$ cat config.mk
export PLATFORM = sky130hd
export DESIGN_NAME = stpt_fifo
export DESIGN_NICKNAME = d
export VERILOG_FILES = /design/src/sv/stpt_pkg.sv /design/src/sv/stpt_fifo.sv
export SDC_FILE = /design/constraint.sdc
export NUM_CORES = 1
export LEC_CHECK = 0
export ABC_AREA = 1
export BUFFER_PORTS_ARGS = -buffer_cell sky130_fd_sc_hd__buf_2
export CAP_MARGIN = 20
export CORE_ASPECT_RATIO = 0.9
export CORE_MARGIN = 2
export CORE_UTILIZATION = 49
export CTS_BUF_LIST = sky130_fd_sc_hd__clkbuf_8
export CTS_CLUSTER_SIZE = 20
export DETAILED_ROUTE_END_ITERATION = 7
export PLACE_DENSITY = 0.76
export SLEW_MARGIN = 10
export SYNTH_ARGS = -nofsm -noshare
export SYNTH_HDL_FRONTEND = slang
export SYNTH_SLANG_ARGS = --single-unit
$ cat constraint.sdc
create_clock -name clk -period 5.6 [get_ports clk]
set_input_delay 0.56 -clock clk [delete_from_list [all_inputs] [get_ports clk]]
set_output_delay 0.56 -clock clk [all_outputs]
set_load 0.1 [all_outputs]
$ cat src/sv/stpt_pkg.sv
// Shared types and constants for the segment and page translation unit.
// No dependencies; every other file imports this package.
package stpt_pkg;

  localparam int DESC_ENTRIES = 256;
  localparam int PAGE_ENTRIES = 1024;

  localparam int DESC_AW = (DESC_ENTRIES > 1) ? $clog2(DESC_ENTRIES) : 1;
  localparam int PAGE_AW = (PAGE_ENTRIES > 1) ? $clog2(PAGE_ENTRIES) : 1;

  // Selector index width (bits 15:3); also carries load slots, zero-extended.
  localparam int IDX_W = 13;

  localparam int GCNT_W = 9;
  localparam int PCNT_W = 11;

  // Command queue between front and back.
  localparam int CMDQ_AW    = 1;
  localparam int CMDQ_DEPTH = 2 ** CMDQ_AW;

  typedef enum logic [2:0] {
    OP_XLATE      = 3'd0,
    OP_LOAD_GLOBAL = 3'd1,
    OP_LOAD_LOCAL  = 3'd2,
    OP_LOAD_DIR    = 3'd3,
    OP_LOAD_PAGE   = 3'd4
  } op_t;

  typedef enum logic [1:0] {
    REG_GLOBAL_COUNT    = 2'd0,
    REG_LOCAL_COUNT     = 2'd1,
    REG_DIRECTORY_COUNT = 2'd2,
    REG_PAGETABLE_COUNT = 2'd3
  } reg_idx_t;

  typedef struct packed {
    logic [GCNT_W-1:0] global_count;
    logic [GCNT_W-1:0] local_count;
    logic [PCNT_W-1:0] directory_count;
    logic [PCNT_W-1:0] pagetable_count;
  } cfg_t;

  typedef struct packed {
    op_t              kind;
    logic             pre_fail;   // selector already rejected
    logic             tab_local;
    logic [IDX_W-1:0] idx;        // descriptor index or load slot
    logic [63:0]      data;
    logic [31:0]      offs;
  } cmd_t;

endpackage

$ cat src/sv/stpt_fifo.sv
// Short command queue between the classifier and the table engine.
// Depends on stpt_pkg (cmd_t, queue depth).
module stpt_fifo
  import stpt_pkg::*;
(
  input  logic clk,
  input  logic rst,
  input  logic wr_en,
  input  cmd_t wr_data,
  output logic full,
  input  logic rd_en,
  output cmd_t rd_data,
  output logic empty
);

  cmd_t               slots [CMDQ_DEPTH];
  logic [CMDQ_AW-1:0] wr_ptr;
  logic [CMDQ_AW-1:0] rd_ptr;
  logic [CMDQ_AW:0]   count;

  assign full    = (count == (CMDQ_AW+1)'(CMDQ_DEPTH));
  assign empty   = (count == '0);
  assign rd_data = slots[rd_ptr];

  always_ff @(posedge clk) begin
    if (wr_en && !full) begin
      slots[wr_ptr] <= wr_data;
    end
  end

  always_ff @(posedge clk) begin
    if (rst) begin
      wr_ptr <= '0;
      rd_ptr <= '0;
      count  <= '0;
    end else begin
      if (wr_en && !full) wr_ptr <= wr_ptr + 1'b1;
      if (rd_en && !empty) rd_ptr <= rd_ptr + 1'b1;
      priority if ((wr_en && !full) && !(rd_en && !empty)) begin
        count <= count + 1'b1;
      end else if (!(wr_en && !full) && (rd_en && !empty)) begin
        count <= count - 1'b1;
      end
    end
  end

endmodule

==> metrics.csv <==
stage,metric,value,unit
floorplanning,die area,18900,µm²
floorplanning,Die Span Y,131,µm
synth,simple-gate area share of the yosys netlist,0.761,%
cts,Clock Sinks,233,
routing,detailed-route vias per instance,4.86,
sta,clock skew,0.0149,ns
synth,register area share after synthesis,79.7,%
run,max_cap viols,0,
synth,post-synthesis xor/xnor area fraction,0,%
run_status,status,"finished, final reports clean",
routing,M1 WL,6.35,mm
routing,WL/cell,17.2,µm
cells_and_area,"commonest non-fill, non-tap cell in the layout",buf_2,
setup_path,slowest CP cell,dfxtp_4,
cts,Setup Buffers After CTS,0,
sta,"Slew Viols, Final",0,
sta,FMAX,292,MHz
setup_path,crit-path cells,buf_4 > mux2_2 > buf_2,
cts,H-tree Lvls,2,
grt,first-pass GRT wire length,23.0,mm
cells_and_area,Fill cells,1311,
floorplanning,Rows,46,
cts,# hold bufs at CTS,0,
cts,CTS Root Cell,clkbuf_8,
synth,Synth Area in Compound Gates,0.344,%
routing,Initial DRC Count,251,
sta,Fin. Hold Viols,0,
cts,Bufs on Longest Clock Path,3,
synth,Synth Instances,392,
setup_path,critical path class,flip-flop to output port,
synth,mux cell area share after synthesis,17.3,%
grt,initial antenna violation count,1,
floorplanning,Die X-Extent,145,µm
cells_and_area,final core utilization,61.7,%
power,Peak VDD IR,404,µV
routing,DRC violations left,0,
sta,setup TNS,0,ns
synth,largest family of logic cells by synthesized area,multiplexers,
setup_path,CP max stage delay,0.91,ns
sta,setup violators final,0,
setup_path,CP Capture Type,output port,
floorplanning,starting density of the core,49.8,%
synth,"top cells by area, synth","edfxtp_1, mux2_4, mux2_2, dfxtp_1, buf_6",
cells_and_area,final net count,778,
cts,Inserted Clock Buffers,39,
cells_and_area,"Cell Count, Final, Fillers Out",920,
power,total power,6.35,mW
cts,Skew-Pair Late Insertion Delay,0.50,ns
synth,syn_nets,511,
synth,Synth top area share,78.5,%
routing,met3 WL,1.51,mm
setup_path,"Req. time, crit path",5.04,ns
placed_design,placed cells,858,
routing,via count,4473,
sta,RSZ-0062 raised after global routing,false,
routing,Routed Antenna Nets,0,
setup_path,CP Max Fanout,51,
setup_path,startpoint types,flip-flop,
synth,top cell type by total area after synthesis,edfxtp_1,
routing,drt pass-1 iters,4,
cells_and_area,most frequent cells in the layout,"buf_2, edfxtp_1, mux2_4",
sta,period utilization,61.2,%
routing,Routed WL,15.8,mm
placed_design,IO buf count,233,
power,Leakage,4.21,nW
synth,Yosys warning count,0,
synth,Mapped Area,8720,µm²
grt,"Remaining Overflow, GRT",0,
synth,Synth Register Bits,233,
synth,"Avg Cell Area, Syn",22.2,µm²
placed_design,RePlAce Congestion,0.739,
cells_and_area,area grow syn2layout,23.9,%
sta,post-layout min period,3.43,ns
sta,worst slew pin tran,1.02,ns
synth,Post-Synth Adder-Cell Area,0.144,%
grt,All-Layer GR Usage,15.9,%
sta,Max-slew headroom,32.3,%
power,pwr/cell area,588,nW/µm²
cts,Worst-path clk slew,0.06,ns
setup_path,crit path DAT,2.87,ns
routing,DR top layer,met4,
floorplanning,# IOs,234,
worst_hold_path,Worst Hold Class,input pin to flip-flop,
cts,CTS tree,done,
grt,largest net degree at the start of global routing,74,
routing,wire length on met2,7.70,mm
grt,vias in the first global route,4625,
sta,WHS,0.247,ns
placed_design,HPWL after DPL,10.3,mm
cts,CTS-repair resized insts,0,
synth,synth unique cells,16,
cells_and_area,fraction of layout cells with a size suffix above 1,58.9,%
floorplanning,core region area,17500,µm²
==> report_power, final <==
part | leakage (nW) | internal (mW) | switching (mW)
Clock | 0.377 | 0.713 | 0.596
Sequential | 2.17 | 2.21 | 0.111
Combinational | 1.67 | 0.528 | 2.19
==> per-layer routing <==
layer | vias to the layer above | GRT usage [%]
met4 | 0 | 5.08
met2 | 199 | 26.5
met1 | 2178 | 19.9
met5 | - | 0
li1 | 2071 | -
met3 | 25 | 5.28
==> logic make-up (layout without fill, tap and decap cells) <==
logic type / after synthesis / after routing
buf+inv: 22 / 309
fa+ha+maj: 1 / 1
mux: 114 / 114
flops: 233 / 233
other cells: 0 / 1
compound gates: 6 / 6
simple gates: 16 / 16
==> synth_stat cells <==
| cell type | n |
|---|---|
| a21oi_1 | 1 |
| and2_1 | 1 |
| buf_2 | 5 |
| buf_6 | 7 |
| buf_8 | 1 |
| dfxtp_1 | 5 |
| edfxtp_1 | 228 |
| ha_1 | 1 |
| inv_1 | 9 |
| mux2_2 | 54 |
| mux2_4 | 60 |
| nand2_1 | 4 |
| nand3_1 | 1 |
| nand4_1 | 1 |
| nor2_1 | 9 |
| o21ai_0 | 5 |
==> per-stage QoR <==
stage / instance area, µm² / worst slack (ns)
after floorplan: 8720 / -0.445
after global placement: 10100 / 2.70
after detailed placement: 10100 / 2.65
after CTS: 10800 / 2.09
after global routing: 10800 / 1.98
final: 10800 / 2.17
==> cell type report <==
class	count	area, µm²	area share (%)
clock buffer	41	564	5.22
clock inverter	20	108	0.996
timing repair buffer	239	1210	11.2
inverter	9	33.8	0.313
sequential	233	6950	64.3
tap	240	300	2.78
antenna	1	2.50	0.0232
multi-input combinational	137	1630	15.1
==> sequential cells by signal, summed over array words and instances, names as in the netlist, named ones only <==
signal  count
rd_ptr      1
wr_ptr      1
count       2
slots     228
==> final timing paths <==
path,startpoint,to,slack [ns],depth (start not counted)
min,wr_data[26],slots[1][26],0.25,1
min reg2reg,rd_ptr,flip-flop,0.57,3
max reg2reg,count[1],count[1],3.42,8
max,flip-flop,rd_data[7],2.17,3
==> critical path: cells and delay by family (launching register included) <==
kind	cells	cell delay [ns]
DFF	1	0.91
muxes	1	0.30
buffers and inverters	2	1.10
(Power assumes the default switching activity.)
