## src/sv/stpt_pkg.sv

```systemverilog
// Shared types and constants for the segment and page translation unit.
// No dependencies; every other file imports this package.
package stpt_pkg;

  localparam int DESC_ENTRIES = 256;
  localparam int PAGE_ENTRIES = 1024;

  localparam int DESC_AW = (DESC_ENTRIES > 1) ? $clog2(DESC_ENTRIES) : 1;
  localparam int PAGE_AW = (PAGE_ENTRIES > 1) ? $clog2(PAGE_ENTRIES) : 1;

  // Selector index width (bits 15:3); also carries load slots, zero-extended.
  localparam int IDX_W = 13;

  localparam int GCNT_W = 9;
  localparam int PCNT_W = 11;

  // Command queue between front and back.
  localparam int CMDQ_AW    = 1;
  localparam int CMDQ_DEPTH = 2 ** CMDQ_AW;

  typedef enum logic [2:0] {
    OP_XLATE      = 3'd0,
    OP_LOAD_GLOBAL = 3'd1,
    OP_LOAD_LOCAL  = 3'd2,
    OP_LOAD_DIR    = 3'd3,
    OP_LOAD_PAGE   = 3'd4
  } op_t;

  typedef enum logic [1:0] {
    REG_GLOBAL_COUNT    = 2'd0,
    REG_LOCAL_COUNT     = 2'd1,
    REG_DIRECTORY_COUNT = 2'd2,
    REG_PAGETABLE_COUNT = 2'd3
  } reg_idx_t;

  typedef struct packed {
    logic [GCNT_W-1:0] global_count;
    logic [GCNT_W-1:0] local_count;
    logic [PCNT_W-1:0] directory_count;
    logic [PCNT_W-1:0] pagetable_count;
  } cfg_t;

  typedef struct packed {
    op_t              kind;
    logic             pre_fail;   // selector already rejected
    logic             tab_local;
    logic [IDX_W-1:0] idx;        // descriptor index or load slot
    logic [63:0]      data;
    logic [31:0]      offs;
  } cmd_t;

endpackage

```

## src/sv/stpt_front.sv

```systemverilog
// Front end: decodes input beats, drops ignored ones, pre-checks selectors.
// Depends on stpt_pkg (op codes, cmd_t, cfg_t).
module stpt_front
  import stpt_pkg::*;
(
  input  logic        push,
  output logic        full,
  input  logic [2:0]  op,
  input  logic [9:0]  entry_index,
  input  logic [63:0] entry_data,
  input  logic [31:0] logical_address,
  input  logic [15:0] segment_selector,
  input  cfg_t        cfg,
  input  logic        q_full,
  output logic        q_push,
  output cmd_t        q_cmd
);

  logic             keep;
  logic [IDX_W-1:0] sel_idx;
  logic [GCNT_W-1:0] cnt;
  logic             desc_slot_ok;
  logic             page_slot_ok;

  assign full    = q_full;
  assign sel_idx = segment_selector[15:3];
  assign cnt     = segment_selector[2] ? cfg.local_count : cfg.global_count;

  assign desc_slot_ok = {4'b0, entry_index} < 14'(DESC_ENTRIES);
  assign page_slot_ok = {1'b0, entry_index} < 11'(PAGE_ENTRIES);

  always_comb begin
    q_cmd.kind      = op_t'(op);
    q_cmd.tab_local = segment_selector[2];
    q_cmd.data      = entry_data;
    q_cmd.offs      = logical_address;
    q_cmd.pre_fail  = (segment_selector[15:2] == '0) ||
                      ({1'b0, sel_idx} >= {5'b0, cnt}) ||
                      ({1'b0, sel_idx} >= 14'(DESC_ENTRIES));
    q_cmd.idx       = sel_idx;
    keep            = 1'b0;
    unique case (op_t'(op))
      OP_XLATE: begin
        keep = 1'b1;
      end
      OP_LOAD_GLOBAL, OP_LOAD_LOCAL: begin
        keep      = desc_slot_ok;
        q_cmd.idx = IDX_W'(entry_index);
      end
      OP_LOAD_DIR, OP_LOAD_PAGE: begin
        keep      = page_slot_ok;
        q_cmd.idx = IDX_W'(entry_index);
      end
      default: begin
        keep = 1'b0;
      end
    endcase
  end

  // Drop ignored beats: accepted here, never queued.
  assign q_push = push && !q_full && keep;

endmodule

```

## config.mk

```make
export PLATFORM = sky130hd
export DESIGN_NAME = stpt_front
export DESIGN_NICKNAME = d
export VERILOG_FILES = /design/src/sv/stpt_pkg.sv /design/src/sv/stpt_front.sv
export SDC_FILE = /design/constraint.sdc
export NUM_CORES = 1
export LEC_CHECK = 0
export BUFFER_PORTS_ARGS = -buffer_cell sky130_fd_sc_hd__buf_2
export CAP_MARGIN = 25
export CELL_PAD_IN_SITES_DETAIL_PLACEMENT = 2
export CELL_PAD_IN_SITES_GLOBAL_PLACEMENT = 2
export CORE_ASPECT_RATIO = 2
export CORE_MARGIN = 1.5
export CORE_UTILIZATION = 10
export DETAILED_ROUTE_END_ITERATION = 6
export PLACE_DENSITY_LB_ADDON = 0.1
export SLEW_MARGIN = 5
export SYNTH_ARGS = -nofsm -noshare
export SYNTH_HDL_FRONTEND = slang
export SYNTH_SLANG_ARGS = --single-unit
```

## constraint.sdc

```tcl
create_clock -name vclk -period 2.6
set_clock_uncertainty 0.2 [all_clocks]
set_input_delay 0.52 -clock vclk [all_inputs]
set_output_delay 0.52 -clock vclk [all_outputs]
set_load 0.05 [all_outputs]
```

==> flow_summary.ini, run 1 <==
[power]
power.switching_mw = 0.1761
power_leakage_nw = 0.6055
switching_share_pct = 59.24
peakVddDrop_v = 0.00007372
cellPowerDensity_nw_per_um2 = 236.6
seq_power_share_pct = 0
pwr-share-comb_pct = 100.0
cell_internal_pwr_mw = 0.1211
clock_power_share_pct = 0

[floorplan]
area_enclosed_by_the_die_boundary_um2 = 13580
floorplan.core_area_um2 = 12550
start_util_pct = 10.24
rows = 58
chipHeight_um = 163.3
die-width_um = 83.16
top_level_ports = 283

[timing]
maxSlewViolCount = 0
finalSetupViolCount = 1
timing.final.crit_period_ns = 2.822
fmax_mhz = 354.4
setup_ws_final_ns = -0.2216
setup_repair_after_global_routing_missed_its_margin = yes
share_of_the_clock_period_used_by_the_worst_path_pct = 108.5
maxSlewHeadroom_pct = 78.80
finalHoldWorstSlack_ns = 0.8400
slew_at_the_pin_closest_to_its_max_slew_limit_ns = 0.3152
finalHoldViolCount = 0

[synth]
netlist_instances = 160
netlist.area_leader.share_pct = 59.01
netlist-cell-type-count = 26
synthMostInstantiatedCell = buf_4
syn_area_per_cell_um2 = 8.031
synthesis.yosys.warnings = 0
synth-seq-area-share_pct = 0
synth_fp_nets = 336
synthDominantAreaCellType = buf_4
synthTopCellsByArea = buf_4 (59%), ha_1 (8.8%), mux2i_1 (6.2%)
synth_top_cells_by_count = buf_4 (101), ha_1 (9), mux2i_1 (8)
synth_area_um2 = 1285

[place]
place_inst = 287
place_congestion = 0.6314
post-dp-hpwl_um = 3933
port_buffer_count = 67

[route]
ant_nets = 0
post-route-drc-count = 0
vias_per_cell = 3.271
drt-total-wl_um = 4318
routed_wl_per_cell_um = 14.99
drtIter0Drc = 12
dr.pass1.iters = 2
vias = 942

[grt]
grt_pass1_wl_um = 6389
globalRouteTotalUtil_pct = 5.992
vias_in_the_first_global_route = 1102
initial_antenna_violation_count = 0
pin_count_of_the_biggest_net_entering_global_routing = 11
grt_remaining_overflow = 0

[layout]
filler_cell_count = 1506
drive_gt1_share_pct = 74.64
num-nets-final = 316
layout.area.seq_um2 = 0
seq_cell_count = 0
area.growth.synth_to_final_pct = -2.240
number_of_cells_in_the_finished_layout_apart_from_fillers = 288
clkbuf_count = 0
antenna-diode-count = 0
multi_input_area_um2 = 579.3

[worst_setup_path]
worst_setup_path_startpoint = segment_selector[2]
timing.critical_path.from_type = input port
worstSetupEndpointType = output pin
timing.critical_path.arrival_ns = 2.10
critical_path.max_fanout = 4
setup.worst_path.class = input port to output pin
worst_setup_path_endpoint = q_cmd[110]
crit_required_ns = 1.88

[run]
number_of_maximum_capacitance_violations = 0

[outcome]
status = complete, but fails checks
failed_checks = negative setup slack

[min_path]
holdCritPathClass = input port to output pin
==> how the worst min path moves through the flow <==
| stage | endpoint | from | depth (start not counted) | slack (ns) |
|---|---|---|---|---|
| floorplan | full | q_full | 1 | 1.01 |
| finish | q_cmd[17] | logical_address[17] | 0 | 0.84 |
| global route | q_cmd[87] | entry_data[55] | 0 | 0.84 |
| detailed placement | q_cmd[13] | logical_address[13] | 0 | 0.84 |
| CTS | q_cmd[13] | logical_address[13] | 0 | 0.84 |
| global placement | q_cmd[13] | logical_address[13] | 0 | 0.84 |
==> power by group through the flow <==
stage | Combinational (mW) | Clock, mW | Sequential [mW]
floorplan | 0.578 | 0 | 0
global placement | 0.283 | 0 | 0
detailed placement | 0.285 | 0 | 0
CTS | 0.294 | 0 | 0
global route | 0.322 | 0 | 0
finish | 0.297 | 0 | 0
==> critical path, stage by stage <==
cell and delay (ns):
buf_12 0.09, buf_8 0.11, mux2i_4 0.23, ha_4 0.23, a211oi_2 0.22, nand2_1 0.09
a31oi_2 0.18, buf_4 0.15, o2111ai_4 0.10, buf_8 0.18
==> routing by layer <==
layer | GRT usage (%) | routed length, um | up-vias
li1 | - | - | 385
met1 | 5.005 | 1246 | 394
met2 | 10.57 | 2031 | 127
met3 | 3.487 | 740 | 36
met4 | 4.015 | 299 | 0
met5 | 0 | 0 | -
==> layout make-up <==
cell class,count,area share (%)
tap,150,14.94
timing repair buffer,81,38.65
multi-input combinational,56,46.12
inverter,1,0.2988
==> metrics by stage <==
step | setup TNS (ns) | worst slack [ns] | instance area, um2 | power, mW | utilization [%]
2_1_floorplan | -0.08119 | -0.08119 | 1305 | 0.5780 | -
3_3_place_gp | -0.5519 | -0.5519 | 1161 | 0.2831 | 9.249
3_5_place_dp | -0.5632 | -0.5632 | 1161 | 0.2847 | 9.249
4_1_cts | -0.2634 | -0.2634 | 1205 | 0.2942 | 9.597
5_1_grt | -0.3435 | -0.3435 | 1256 | 0.3222 | 10.01
6_report | -0.2216 | -0.2216 | 1256 | 0.2972 | 10.01
==> cell families (layout without fill, tap and decap cells) <==
family | Yosys count | after routing | synth area share, %
fa+ha+maj | 9 | 9 | 8.764
simple gates | 18 | 18 | 8.180
mux | 18 | 18 | 16.46
compound gates | 10 | 10 | 4.772
buf+inv | 104 | 82 | 60.56
xor+xnor | 1 | 1 | 1.266
==> layout by cell type, fill, tap and decap left out <==
cell type	synthesis	final
a21oi_2	0	1
ha_4	0	1
nor2_1	2	2
xnor2_4	0	1
inv_1	1	1
mux2i_2	0	1
buf_4	101	12
and2b_2	3	3
nor3_1	1	1
buf_2	1	65
o21ai_1	0	2
and4_1	1	1
o2111ai_4	0	1
buf_12	0	2
a21oi_1	3	2
a211oi_2	0	1
buf_8	0	2
o22ai_1	1	1
mux2i_1	8	6
mux2_4	5	5
nor2_2	1	1
ha_1	9	8
nor4_1	2	2
mux2_2	5	5
nand2_1	5	5
mux2i_4	0	1
and3b_1	1	1
a21o_1	1	1
nor2b_1	1	1
a31oi_2	0	1
nand3_1	1	1
==> what timing repair did <==
| item | 4_1_cts | 5_1_grt |
|---|---|---|
| hold buffers | 0 | 0 |
| gates cloned | 0 | 0 |
| gates resized for setup | 12 | 6 |
| buffers inserted | 0 | 1 |
| endpoints found under the setup margin | 1 | 6 |
| pin swaps | 2 | 2 |
Power figures use the tool's default switching activity.
==> run 2, diff against run 1 <==
ABC_AREA = 1   (was not set)
==> run 2 against run 1 <==
The run now ends clean. Sequential cell count is the same. Wire length grew 9.5%. Largest power group unchanged. Sequential share of layout area unchanged. Global-route usage shrank 0.091 points. Combinational power rose by 2%. Total power is 1.6% higher. Via count up 8.2%.
==> flow_summary.ini, run 2 <==
[layout]
layout.area.seq_um2 = 0
antenna-diode-count = 0
layout.core_utilization_pct = 9.676
drive_gt1_share_pct = 55.75
clkbuf_count = 0
number_of_cells_in_the_finished_layout_apart_from_fillers = 329
area.growth.synth_to_final_pct = -5.771
layout_commonest_cell = buf_2
num-nets-final = 352
finish.instance_area_um2 = 1308
mostFrequentLayoutCells = buf_2 (65), nand2_1 (38), inv_1 (11)
seq_cell_count = 0

[worst_setup_path]
timing.critical_path.from_type = input port
crit_required_ns = 1.88
path_cells = buf_16, mux2i_4, ha_4, nand2_2, nor2_2, nand2_1, nor2_1, nor2_1, nand3_1, buf_6
critical_path.max_fanout = 6
critPathMostFrequentCell = nor2_1
cell_class_contributing_the_biggest_share_of_worst_path_delay = simple AND/OR/NAND/NOR gates
timing.critical_path.slowest_stage_cell = ha_4
count_of_buffer_and_inverter_cells_on_the_critical_path = 2
worstSetupEndpointType = output pin
timing.critical_path.arrival_ns = 1.81
setup.worst_path.class = input port to output pin
critical_path.max_stage_delay_ns = 0.28

[power]
switching_share_pct = 64.02
peakVddDrop_v = 0.00002621
power.total_mw = 0.3019
seq_power_share_pct = 0
cell_internal_pwr_mw = 0.1086
power_leakage_nw = 0.6513
clock_power_share_pct = 0
cellPowerDensity_nw_per_um2 = 230.9
power.switching_mw = 0.1933
pwr-share-comb_pct = 100.0

[synth]
synth_top_cells_by_count = buf_4 (102), nand2_1 (41), inv_1 (11), nor2_1 (11), ha_1 (9)
synthMostInstantiatedCell = buf_4
syn_area_per_cell_um2 = 6.703
synth-seq-area-share_pct = 0
synthDominantAreaCellType = buf_4
netlist.area_leader.share_pct = 55.18
synth_area_um2 = 1388
netlist_instances = 207
netlist-cell-type-count = 23
synthesis.yosys.warnings = 0
synth_fp_nets = 383
synthTopCellsByArea = buf_4 (55%), nand2_1 (11%), ha_1 (8.1%)

[grt]
grt_pass1_wl_um = 6458
globalRouteTotalUtil_pct = 5.901
initial_antenna_violation_count = 0
vias_in_the_first_global_route = 1182
grt_util_met2_pct = 12.74
grt_use_met1_pct = 4.728
top_usage_layer = met2
grt_use_met3_pct = 0.8268
grt_remaining_overflow = 0
pin_count_of_the_biggest_net_entering_global_routing = 13

[route]
drt-total-wl_um = 4728
dr.pass1.iters = 2
ant_nets = 0
drtIter0Drc = 14
vias = 1019
routed_wl_per_cell_um = 14.37
post-route-drc-count = 0
vias_per_cell = 3.097

[floorplan]
top_level_ports = 283
floorplan.core_area_um2 = 13510
die-width_um = 86.30
chipHeight_um = 169.6
area_enclosed_by_the_die_boundary_um2 = 14630
rows = 60
start_util_pct = 10.27

[timing]
maxSlewViolCount = 0
finalHoldWorstSlack_ns = 0.8400
slew_at_the_pin_closest_to_its_max_slew_limit_ns = 0.3011
totalNegativeSetupSlack_ns = 0
finalSetupViolCount = 0
setup_ws_final_ns = 0.06925
share_of_the_clock_period_used_by_the_worst_path_pct = 97.34
finalHoldViolCount = 0
fmax_mhz = 395.1
timing.final.crit_period_ns = 2.531
setup_repair_after_global_routing_missed_its_margin = yes
maxSlewHeadroom_pct = 79.77

[place]
place_inst = 327
dpl-instance-area_um2 = 1132
port_buffer_count = 67
post-dp-hpwl_um = 4050
place_congestion = 0.6396
pre_cts_ws_ns = -0.3775

[min_path]
holdCritPathClass = input port to output pin

[clock_network]
number_of_buffers_inserted_for_hold_repair_after_clock_tree_synthesis = 0

[outcome]
status = finished, final reports clean

[run]
number_of_maximum_capacitance_violations = 0
[run 2: changes by cell type in the layout (fill, tap and decap cells not counted), moves of 4 or more]
cell and delta:
nand2_1 +33, inv_1 +10, buf_4 -9, nor2_1 +7, mux2_4 -5, mux2_2 -4
nand2_2 +4
[run 2: area by class of cell]
class              count  area, um2
well taps            155      193.9
multi-input cells     90      650.6
repair buffers        71      411.6
fillers             1635      12210
inverters             13      51.30
[run 2: power by group through the flow]
stage | logic (mW) | clock network [mW] | registers, mW
2_1_floorplan | 0.577 | 0 | 0
3_5_place_dp | 0.269 | 0 | 0
4_1_cts | 0.283 | 0 | 0
3_3_place_gp | 0.268 | 0 | 0
5_1_grt | 0.333 | 0 | 0
6_report | 0.302 | 0 | 0
[run 2: cells by family (layout without fill, tap and decap cells)]
| logic type | Yosys count | count (layout) | share of synthesized area [%] |
|---|---|---|---|
| compound gates | 5 | 5 | 2.434 |
| buf+inv | 117 | 84 | 61.32 |
| mux | 9 | 9 | 6.583 |
| fa+ha+maj | 9 | 9 | 8.116 |
| simple gates | 67 | 67 | 21.55 |
[run 2: path summary, 6_finish.rpt]
path           startpoint         end  slack [ns]  depth (start not counted)
min   logical_address[11]   q_cmd[11]        0.84                          0
max   segment_selector[2]  q_cmd[110]        0.07                         10
[run 2: metal layers]
metal,up-vias,part of all wire (%)
li1,474,-
met1,458,28
met2,55,59
met3,32,7.8
met4,0,5.1
met5,-,0
[run 2: what timing repair did]
| action | in CTS | in global routing |
|---|---|---|
| endpoints found under the setup margin | 1 | 1 |
| cloned | 0 | 1 |
| setup buffers | 0 | 1 |
| gates resized for setup | 14 | 12 |
| pin swaps | 1 | 9 |
==> run 3, diff against run 2 <==
PLACE_DENSITY = 0.9   (was not set)
PLACE_DENSITY_LB_ADDON = not set   (was 0.1)
==> run 3 against run 2 <==
Core utilization fell by 0.83 points. Final cell count did not move. Wire length rose by 69%. Global-route usage rose by 4.1 points. Sequential cell count did not move. Worst hold slack did not move. Sequential share of layout area did not move. First-iteration DRC count fell by 21%. Setup slack improved by 0.011 ns. Die area did not move. Critical endpoint unchanged. Largest power group unchanged.
==> flow_summary.ini, run 3 (synthesis results as in run 2) <==
[power]
power.total_mw = 0.2736
cellPowerDensity_nw_per_um2 = 229.0
power_leakage_nw = 0.6444
peakVddDrop_v = 0.00004851

[timing]
finalHoldViolCount = 0
totalNegativeSetupSlack_ns = 0
maxSlewHeadroom_pct = 79.02
setup_repair_after_global_routing_missed_its_margin = yes
fmax_mhz = 396.9
maxSlewViolCount = 0
timing.final.crit_period_ns = 2.520
setup_ws_final_ns = 0.08017
slew_at_the_pin_closest_to_its_max_slew_limit_ns = 0.3168
share_of_the_clock_period_used_by_the_worst_path_pct = 96.92
finalSetupViolCount = 0

[grt]
grt_pass1_wl_um = 9604
pin_count_of_the_biggest_net_entering_global_routing = 13
globalRouteTotalUtil_pct = 10.03
top_usage_layer = met2
initial_antenna_violation_count = 3
grt_remaining_overflow = 0
grt_util_met2_pct = 16.84
grt_use_met1_pct = 5.132
grt_use_met3_pct = 7.588
vias_in_the_first_global_route = 1264

[worst_setup_path]
timing.critical_path.from_type = input port
count_of_buffer_and_inverter_cells_on_the_critical_path = 2
critical_path.max_fanout = 6
cell_class_contributing_the_biggest_share_of_worst_path_delay = simple AND/OR/NAND/NOR gates
setup.worst_path.class = input port to output pin
timing.critical_path.arrival_ns = 1.80
path_cells = buf_12, mux2i_2, ha_1, nand2_1, nand2_2, nor2_2, nand2_1, nor2_1, nand3_1, buf_6
critPathMostFrequentCell = nand2_1
worst_setup_path_startpoint = segment_selector[2]
crit_required_ns = 1.88
timing.critical_path.slowest_stage_cell = ha_1
critical_path.max_stage_delay_ns = 0.29
worstSetupEndpointType = output pin

[route]
post-route-drc-count = 0
ant_nets = 0
vias = 1157
vias_per_cell = 3.517
routed_wl_per_cell_um = 24.25
dr.pass1.iters = 4
drt-total-wl_um = 7979
drtIter0Drc = 11

[layout]
layout.area.seq_um2 = 0
area.growth.synth_to_final_pct = -13.89
mostFrequentLayoutCells = buf_2 (65), nand2_1 (40), inv_1 (11)
num-nets-final = 352
antenna-diode-count = 0
clkbuf_count = 0
seq_cell_count = 0
drive_gt1_share_pct = 50.00
layout_commonest_cell = buf_2

[floorplan]
die-width_um = 86.30
top_level_ports = 283
floorplan.core_area_um2 = 13510
start_util_pct = 10.27
area_enclosed_by_the_die_boundary_um2 = 14630
chipHeight_um = 169.6
rows = 60

[clock_network]
number_of_buffers_inserted_for_hold_repair_after_clock_tree_synthesis = 0
postCtsSetupRepairBufs = 0

[min_path]
holdCritPathClass = input port to output pin
holdCritStartpoint = logical_address[10]

[place]
port_buffer_count = 67
pre_cts_ws_ns = -0.2706
place_congestion = 0.6746
post-dp-hpwl_um = 7166

[run]
number_of_maximum_capacitance_violations = 0

[outcome]
status = finished, final reports clean
==> run 3: worst paths after layout <==
check | to | slack, ns | cells after the start
max | q_cmd[110] | 0.08 | 10
min | q_cmd[10] | 0.84 | 0
==> run 3: area by class of cell <==
| type | count | area, um2 |
|---|---|---|
| well taps | 155 | 193.9 |
| repair buffers | 71 | 404.1 |
| fillers | 1672 | 12320 |
| inverters | 13 | 51.30 |
| multi-input cells | 90 | 545.5 |
==> run 3: routing by layer <==
| layer | share of wire [%] | vias up | wire length (um) |
|---|---|---|---|
| li1 | - | 472 | - |
| met3 | 22 | 114 | 1736 |
| met4 | 15 | 6 | 1198 |
| met2 | 45 | 124 | 3582 |
| met1 | 18 | 441 | 1424 |
| met5 | 0.46 | - | 37 |
==> run 3: per-stage QoR <==
step	hold WS [ns]	utilization [%]	instances	cell area (um2)
global route	0.8401	8.843	329	1195
global placement	0.8406	8.435	328	1140
floorplan	0.9942	-	207	1388
CTS	0.8406	8.593	328	1161
finish	0.8400	8.843	329	1195
detailed placement	0.8406	8.435	328	1140
==> run 3: what timing repair did <==
action,CTS,global route
cloned,0,1
setup endpoints to repair,1,1
pin swaps,2,4
resized for setup,6,3
==> run 3: power breakdown <==
part | switching [mW] | total (mW) | internal, mW
Sequential | 0 | 0 | 0
Clock | 0 | 0 | 0
Combinational | 0.185 | 0.274 | 0.0886
